==> config.mk <==
export PLATFORM = sky130hd
export DESIGN_NAME = quoted_token_splitter
export DESIGN_NICKNAME = d
export VERILOG_FILES = /design/src/rtl/core/qts_pkg.sv /design/src/rtl/core/quoted_token_splitter.sv
export SDC_FILE = /design/constraint.sdc
export NUM_CORES = 1
export LEC_CHECK = 0
export BUFFER_PORTS_ARGS = -buffer_cell sky130_fd_sc_hd__buf_2
export CAP_MARGIN = 20
export CORE_UTILIZATION = 40
export DETAILED_ROUTE_END_ITERATION = 16
export GPL_TIMING_DRIVEN = 0
export HOLD_SLACK_MARGIN = 0.1
export PLACE_DENSITY = 0.54
export SYNTH_ARGS = -nofsm -noshare
export SYNTH_HDL_FRONTEND = slang
export SYNTH_SLANG_ARGS = --single-unit
==> constraint.sdc <==
create_clock -name clk_i -period 11 [get_ports clk_i]
set_input_delay 2.2 -clock clk_i [delete_from_list [all_inputs] [get_ports clk_i]]
set_output_delay 2.2 -clock clk_i [all_outputs]
set_load 0.005 [all_outputs]
==> src/rtl/core/qts_pkg.sv <==
package qts_pkg;

  // default buffer size in bytes
  localparam int BUFFER_BYTES_DEF = 4096;

  // fixed field widths
  localparam int OFF_W = 12;
  localparam int LEN_W = 13;

  // configuration port
  localparam int ADDR_W = 5;
  localparam int DATA_W = 64;

  // register indexes
  localparam logic [1:0] REG_PLAIN_LOW  = 2'd0;
  localparam logic [1:0] REG_PLAIN_HIGH = 2'd1;
  localparam logic [1:0] REG_POINT_LOW  = 2'd2;
  localparam logic [1:0] REG_POINT_HIGH = 2'd3;

  // characters with special meaning
  localparam logic [7:0] CH_NUL = 8'h00;
  localparam logic [7:0] CH_DQ  = 8'h22;
  localparam logic [7:0] CH_SQ  = 8'h27;
  localparam logic [7:0] CH_BS  = 8'h5C;

  // result kinds
  localparam logic KIND_TOKEN = 1'b0;
  localparam logic KIND_END   = 1'b1;

  typedef struct packed {
    logic [7:0] data_byte;
    logic       end_of_buffer;
  } in_beat_t;

  typedef struct packed {
    logic             kind;
    logic [OFF_W-1:0] token_offset;
    logic [LEN_W-1:0] token_length;
    logic             run_last;
  } out_beat_t;

endpackage

==> src/rtl/core/quoted_token_splitter.sv <==
// path: input beat, then scan stage register, then output register for its results
// throughput: one byte per cycle while out_ready_i is high and each byte yields at most
//   one result; a byte that yields n results (n up to 3) holds the scan stage until
//   the single output register has drained them, one result beat per cycle when ready
// reset: rst_ni is asynchronous, active low; clears the scanner state, the
//   separator bitmaps and all valid flags; no clearing pass is needed
module quoted_token_splitter #(
  parameter int BUFFER_BYTES = qts_pkg::BUFFER_BYTES_DEF
) (
  input  logic                      clk_i,
  input  logic                      rst_ni,
  // byte input
  input  logic                      in_valid_i,
  output logic                      in_ready_o,
  input  qts_pkg::in_beat_t         in_data_i,
  // result output
  output logic                      out_valid_o,
  input  logic                      out_ready_i,
  output qts_pkg::out_beat_t        out_data_o,
  // configuration
  input  logic                      psel,
  input  logic                      penable,
  input  logic                      pwrite,
  input  logic [qts_pkg::ADDR_W-1:0] paddr,
  input  logic [qts_pkg::DATA_W-1:0] pwdata,
  output logic [qts_pkg::DATA_W-1:0] prdata,
  output logic                      pready
);

  localparam int PW = $clog2(BUFFER_BYTES + 1);
  localparam int XW = (PW + 1 > qts_pkg::LEN_W) ? PW + 1 : qts_pkg::LEN_W;
  localparam logic [PW-1:0] BB_P   = PW'(BUFFER_BYTES);
  localparam logic [XW-1:0] MAXOFF = XW'(BUFFER_BYTES - 1);

  // separator bitmaps
  logic [63:0] plain_lo_q, plain_hi_q, point_lo_q, point_hi_q;

  // input skid and scan stage
  logic               sk_v_q, iv_q;
  qts_pkg::in_beat_t  sk_q, in_q;

  // scanner state
  logic [PW-1:0] pos_q, tb_q;
  logic          skip_q, inq_q, qd_q;
  logic [7:0]    first_q, prev_q;
  logic [PW-1:0] pos_d, tb_d;
  logic          skip_d, inq_d, qd_d;
  logic [7:0]    first_d, prev_d;

  // result group register
  logic               gv_q;
  logic [1:0]         gcnt_q, gidx_q;
  qts_pkg::out_beat_t slot_q [3];
  qts_pkg::out_beat_t slot_d [3];
  logic [2:0]         n_res;

  logic grp_free, consume, in_acc, cfg_wr, in_load;

  // saturating increment of a position
  function automatic logic [PW-1:0] sat_inc(input logic [PW-1:0] v);
    sat_inc = (v < BB_P) ? v + PW'(1) : BB_P;
  endfunction

  // offsets clamp to the last buffer byte
  function automatic logic [qts_pkg::OFF_W-1:0] clamp_off(input logic [XW-1:0] o);
    logic [XW-1:0] c;
    begin
      c = (o > MAXOFF) ? MAXOFF : o;
      clamp_off = c[qts_pkg::OFF_W-1:0];
    end
  endfunction

  // token descriptor with quote stripping
  function automatic qts_pkg::out_beat_t make_tok(input logic [PW-1:0] b,
                                                  input logic [PW-1:0] e,
                                                  input logic [7:0]    f,
                                                  input logic [7:0]    l);
    logic [XW-1:0] len;
    logic [XW-1:0] off;
    logic          strip;
    begin
      len   = XW'(e) - XW'(b);
      strip = (len >= XW'(2)) && (f == l) && ((f == qts_pkg::CH_DQ) || (f == qts_pkg::CH_SQ));
      off   = strip ? XW'(b) + XW'(1) : XW'(b);
      if (strip) len = len - XW'(2);
      make_tok.kind         = qts_pkg::KIND_TOKEN;
      make_tok.token_offset = clamp_off(off);
      make_tok.token_length = len[qts_pkg::LEN_W-1:0];
      make_tok.run_last     = 1'b0;
    end
  endfunction

  // handshakes
  assign in_ready_o  = !sk_v_q;
  assign in_acc      = in_valid_i && in_ready_o;
  assign grp_free    = !gv_q || (out_ready_i && (gidx_q == gcnt_q - 2'd1));
  assign consume     = iv_q && grp_free;
  assign in_load     = !iv_q || consume;
  assign out_valid_o = gv_q;
  assign out_data_o  = slot_q[gidx_q];

  // configuration port
  assign pready = 1'b1;
  assign cfg_wr = psel && penable && pwrite;

  always_comb begin
    unique case (paddr[4:3])
      qts_pkg::REG_PLAIN_LOW:  prdata = plain_lo_q;
      qts_pkg::REG_PLAIN_HIGH: prdata = plain_hi_q;
      qts_pkg::REG_POINT_LOW:  prdata = point_lo_q;
      qts_pkg::REG_POINT_HIGH: prdata = point_hi_q;
      default:                 prdata = '0;
    endcase
  end

  // scan one byte: state update and result candidates
  always_comb begin
    logic [7:0]            c;
    logic                  lead, prot, is_plain, is_point, sep;
    logic [7:0]            fc;
    logic [PW-1:0]         idx, tb_a, pos_a;
    logic [127:0]          pmap, tmap;
    qts_pkg::out_beat_t    cand [4];
    logic [3:0]            cv;
    logic [2:0]            n;
    c        = in_q.data_byte;
    idx      = pos_q;
    pmap     = {plain_hi_q, plain_lo_q};
    tmap     = {point_hi_q, point_lo_q};
    lead     = ((c >= 8'h81) && (c <= 8'h9F)) || ((c >= 8'hE0) && (c <= 8'hFC));
    prot     = lead || (c == qts_pkg::CH_BS);
    is_plain = (c == qts_pkg::CH_NUL) || (!c[7] && pmap[c[6:0]]);
    is_point = !c[7] && tmap[c[6:0]];
    fc       = (idx == tb_q) ? c : first_q;
    skip_d   = skip_q;
    inq_d    = inq_q;
    qd_d     = qd_q;
    sep      = 1'b0;
    cv       = '0;

    // quote and protection tracking
    if (skip_q) begin
      skip_d = 1'b0;
    end else if (inq_q) begin
      if (prot) skip_d = 1'b1;
      else if (c == (qd_q ? qts_pkg::CH_DQ : qts_pkg::CH_SQ)) inq_d = 1'b0;
    end else if (prot) begin
      skip_d = 1'b1;
    end else if ((c == qts_pkg::CH_DQ) || (c == qts_pkg::CH_SQ)) begin
      inq_d = 1'b1;
      qd_d  = (c == qts_pkg::CH_DQ);
    end else if (is_plain) begin
      sep   = 1'b1;
      cv[0] = idx > tb_q;
    end else if (is_point) begin
      sep   = 1'b1;
      cv[0] = idx > tb_q;
      cv[1] = 1'b1;
    end

    tb_a  = sep ? sat_inc(idx) : tb_q;
    pos_a = sat_inc(idx);

    // candidates in emission order
    cand[0] = make_tok(tb_q, idx, fc, prev_q);
    cand[1].kind         = qts_pkg::KIND_TOKEN;
    cand[1].token_offset = clamp_off(XW'(idx));
    cand[1].token_length = qts_pkg::LEN_W'(1);
    cand[1].run_last     = 1'b0;
    cand[2] = make_tok(tb_a, pos_a, fc, c);
    cand[3].kind         = qts_pkg::KIND_END;
    cand[3].token_offset = '0;
    cand[3].token_length = '0;
    cand[3].run_last     = 1'b0;
    cv[2] = in_q.end_of_buffer && (pos_a > tb_a);
    cv[3] = in_q.end_of_buffer;

    // compact the valid candidates into the group slots
    n = '0;
    for (int i = 0; i < 3; i++) slot_d[i] = cand[3];
    for (int i = 0; i < 4; i++) begin
      if (cv[i] && (n < 3'd3)) begin
        slot_d[n[1:0]] = cand[i];
        n = n + 3'd1;
      end
    end
    if (n != 3'd0) slot_d[2'(n - 3'd1)].run_last = 1'b1;
    n_res = n;

    // next state, back to reset at end of buffer
    pos_d   = pos_a;
    tb_d    = tb_a;
    first_d = fc;
    prev_d  = c;
    if (in_q.end_of_buffer) begin
      pos_d   = '0;
      tb_d    = '0;
      first_d = '0;
      prev_d  = '0;
      skip_d  = 1'b0;
      inq_d   = 1'b0;
      qd_d    = 1'b0;
    end
  end

  // control and state registers
  always_ff @(posedge clk_i or negedge rst_ni) begin
    if (!rst_ni) begin
      plain_lo_q <= '0;
      plain_hi_q <= '0;
      point_lo_q <= '0;
      point_hi_q <= '0;
      sk_v_q     <= 1'b0;
      iv_q       <= 1'b0;
      pos_q      <= '0;
      tb_q       <= '0;
      skip_q     <= 1'b0;
      inq_q      <= 1'b0;
      qd_q       <= 1'b0;
      first_q    <= '0;
      prev_q     <= '0;
      gv_q       <= 1'b0;
      gcnt_q     <= '0;
      gidx_q     <= '0;
    end else begin
      // register writes
      if (cfg_wr) begin
        unique case (paddr[4:3])
          qts_pkg::REG_PLAIN_LOW:  plain_lo_q <= pwdata;
          qts_pkg::REG_PLAIN_HIGH: plain_hi_q <= pwdata;
          qts_pkg::REG_POINT_LOW:  point_lo_q <= pwdata;
          qts_pkg::REG_POINT_HIGH: point_hi_q <= pwdata;
          default: ;
        endcase
      end

      // input skid and scan stage valid flags
      if (in_load) begin
        if (sk_v_q) begin
          iv_q   <= 1'b1;
          sk_v_q <= 1'b0;
        end else begin
          iv_q <= in_acc;
        end
      end else if (in_acc) begin
        sk_v_q <= 1'b1;
      end

      // scanner state
      if (consume) begin
        pos_q   <= pos_d;
        tb_q    <= tb_d;
        skip_q  <= skip_d;
        inq_q   <= inq_d;
        qd_q    <= qd_d;
        first_q <= first_d;
        prev_q  <= prev_d;
      end

      // result group drain and load
      if (consume && (n_res != 3'd0)) begin
        gv_q   <= 1'b1;
        gcnt_q <= n_res[1:0];
        gidx_q <= '0;
      end else if (gv_q && out_ready_i) begin
        if (gidx_q == gcnt_q - 2'd1) gv_q <= 1'b0;
        else gidx_q <= gidx_q + 2'd1;
      end
    end
  end

  // payload registers
  always_ff @(posedge clk_i) begin
    if (in_load) begin
      if (sk_v_q) in_q <= sk_q;
      else if (in_acc) in_q <= in_data_i;
    end else if (in_acc) begin
      sk_q <= in_data_i;
    end
    if (consume && (n_res != 3'd0)) begin
      for (int i = 0; i < 3; i++) slot_q[i] <= slot_d[i];
    end
  end

endmodule

==> key figures <==
Status
  • Status: finished clean

Routing
  • Met3 WL: approximately 6.0 mm
  • Drt pass-1 iters: 7
  • DR WL met2: approximately 36 mm
  • WL per Instance: approximately 27 um
  • First-iteration detailed-routing DRC count: 1540
  • Vias/cell: between 6 and 7
  • WL met1: between 30 and 40 mm
  • Top sig layer: met5
  • Via count: approximately 18000
  • Final WL: approximately 80 mm
  • DRC violations left: 0
  • Antenna-violating nets left: 0

Clock network
  • CTS tree: yes
  • CTS H-tree lvls: 2
  • Resize count post-CTS: 0
  • Post-CTS Setup Inserts: 0
  • Root Buffer: clkbuf_16
  • CTS Buf Count: 47
  • CTS clock-pin slew for the worst setup and hold paths: ~50 ps
  • Longest Clk Path Bufs: 3
  • CTS Hold Buffers Added: 0
  • Clock Sinks: around 410
  • Clock Latency Late Sink: between 600 and 700 ps

Timing
  • Fin Clk Skew: 67.6 ps
  • RSZ-0062 raised after global routing: false
  • Tcrit/Tclk final: roughly 82%
  • Final Max Tran Viols: 0
  • Fin crit period: between 9000 and 10000 ps
  • Slew @ Worst Pin: about 1200 ps
  • Setup TNS: 0 ps
  • Slew margin rel.: 21.5%
  • Highest clock rate: around 0.11 GHz
  • Final setup viols: 0
  • Hold Fails Final Rpt: 0

Place
  • Cells after DPL: a little under 3000
  • Placer congestion estimate: roughly 0.92
  • Port Buffers: between 150 and 200
  • DP Wirelength: ~60 mm

Layout
  • Final Net Count: 2338
  • Commonest non-fill, non-tap cell in the layout: dfrtp_1
  • Share of cells above drive strength 1: a little under a third
  • Most frequent cells in the layout: dfrtp_1 (308), mux2_2 (272), buf_2 (188)
  • Final Core Density: between 40% and 50%
  • Area Overhead vs Synth: 14.9%
  • Layout Cells excl Fill: 3019

Critical path
  • Startpoint Class: flop
  • Crit end category: flop
  • CP required: 11250 ps
  • CP Max Fanout: 74
  • Arrival time at the worst endpoint: 9320 ps
  • CP Class: reg2reg

Synth
  • Mapped Cells: between 1500 and 2000
  • Syn avg cell area: around 12 um2
  • Distinct cell type count after synthesis: slightly below 90
  • Ys Warns: 0
  • Post-synth ARST share: 75.7%
  • Synthesized net count: around 2100
  • Post-synth top flop: dfrtp_1
  • EDFF count, synth: 99
  • Sequential share of the synthesized area: approximately 45%
  • Synthesized cell area: about 24000 um2
  • Flip-flop and latch count after synthesis: between 400 and 500

Die
  • Die width: approximately 250 um
  • # rows: 89
  • Die Ht: approximately 250 um
  • Core Footprint: roughly 59000 um2
  • Die area: a little over 60000 um2
  • Top Ports: around 180
  • Initial Utilization: between 40% and 50%

Pwr
  • VDD IR max: about 0.00033 V
  • Leak: 0.0112 uW
  • Pwr per Cell Area: 321 nW/um2

Global route
  • GRT overflow: 0
  • First-pass GRT wire length: about 120 mm
  • Gr usage total: about a quarter
  • Largest net degree at the start of global routing: 110
  • Initial antenna violation count: 4
  • Vias in the first global route: roughly 18000

Run
  • Max-Cap Viols: 0

Hold path
  • Hold crit path type: reg2reg
[registers in the layout (all words and copies together), names as in the netlist, 8 cells and up]
signal	count
plain_lo_q	64
first_q	8
in_q	9
plain_hi_q	64
point_lo_q	64
sk_q	9
slot_q	81
tb_q	13
pos_q	13
point_hi_q	64
prev_q	8
[cells in the mapped netlist (all sizes together) (11+ instances only)]
cell type	instances	share of area (%)
buf	47	1.2
xor2	33	1.2
nand3	45	0.94
edfxtp	99	12
inv	48	0.75
nand2	155	2.4
nor2b	15	0.39
o21ai	86	1.8
nand4	26	0.68
a22o	17	0.62
clkbuf	82	1.3
ha	40	2.1
o31ai	11	0.35
mux2	272	13
mux2i	79	3.3
mux4	126	12
nor3b	11	0.35
xnor2	50	1.8
and2	12	0.31
nor2	141	2.2
a211oi	15	0.53
nor4	14	0.39
dfrtp	308	32
a21o	11	0.35
o22ai	20	0.58
nor3	20	0.42
a21oi	44	0.94
[where the power goes]
part	switching, uW	internal (uW)	leakage, uW
combinational	2980	1780	0.00568
clock	654	883	0.000722
sequential	298	2190	0.00478
total	3940	4860	0.0112
[critical path: stages (launching register included)]
cell and delay, ps:
edfxtp_1 430, buf_4 330, buf_6 290, buf_2 430
mux4_2 420, mux4_2 500, nand3_1 130, o211ai_1 120
a211oi_2 520, o22ai_4 320, buf_2 290, buf_1 260
a21oi_1 330, ha_1 300, clkbuf_1 210, a211oi_1 330
nor2_1 100, o31ai_1 340, a21boi_0 310, o211ai_1 670
fa_1 620, ha_1 330, mux2_2 330, a31o_2 270
inv_4 160, buf_16 340
[through the flow]
step	setup slack, ps	cell area, um2	hold WS (ps)	power [uW]
after floorplan	3050	23900	469	5570
after global placement	348	25700	490	7120
after detailed placement	2040	25900	494	7210
after CTS	2050	27400	506	8770
after global routing	1550	27400	529	9280
final	1930	27400	503	8790
[metal layers]
layer | GRT usage, % | up-vias
li1 | - | 7896
met1 | 38.8 | 9394
met2 | 41.0 | 702
met3 | 5.28 | 121
met4 | 6.21 | 6
met5 | 0 | -
[path summary, 6_finish.rpt]
check                                 startpoint                          to  slack (ps)  cells past startpoint
max reg2reg                    in_q[2]$_DFFE_PP_     slot_q[2][22]$_DFFE_PP_        1930                     25
min reg2reg                prev_q[3]$_DFFE_PN0P_       prev_q[3]$_DFFE_PN0P_         500                      2
min                        prev_q[3]$_DFFE_PN0P_       prev_q[3]$_DFFE_PN0P_         500                      2
min in group asynchronous                 rst_ni        tb_q[12]$_DFFE_PN0P_        1590                      1
max in group asynchronous                 rst_ni  point_hi_q[19]$_DFFE_PN0P_        8260                      2
max                            in_q[2]$_DFFE_PP_     slot_q[2][22]$_DFFE_PP_        1930                     25
[final cells by class]
cell class              instances  area [um2]
clock buffers                  72        1370
fillers                      5512       31600
diodes                          1        2.50
clock inverters                12         128
inverters                      49         186
plain buffers                 129         589
multi-input cells            1392       12400
repair buffers                184        1080
well taps                     773         967
flip-flops and latches        407       10700
[cells by family (layout without fill, tap and decap cells)]
kind of cell	after synthesis	after routing	share of synthesized area, %
AO/OA/AOI/OAI	291	291	8.53
XOR/XNOR	83	83	3.05
adder cells (fa/ha/maj)	43	43	2.35
buffers and inverters	178	446	3.23
flip-flops	407	407	44.7
multiplexers	477	477	28.0
other	1	2	0.0157
AND/OR/NAND/NOR	497	497	10.0
No activity file was read; power rests on OpenSTA's default activity.
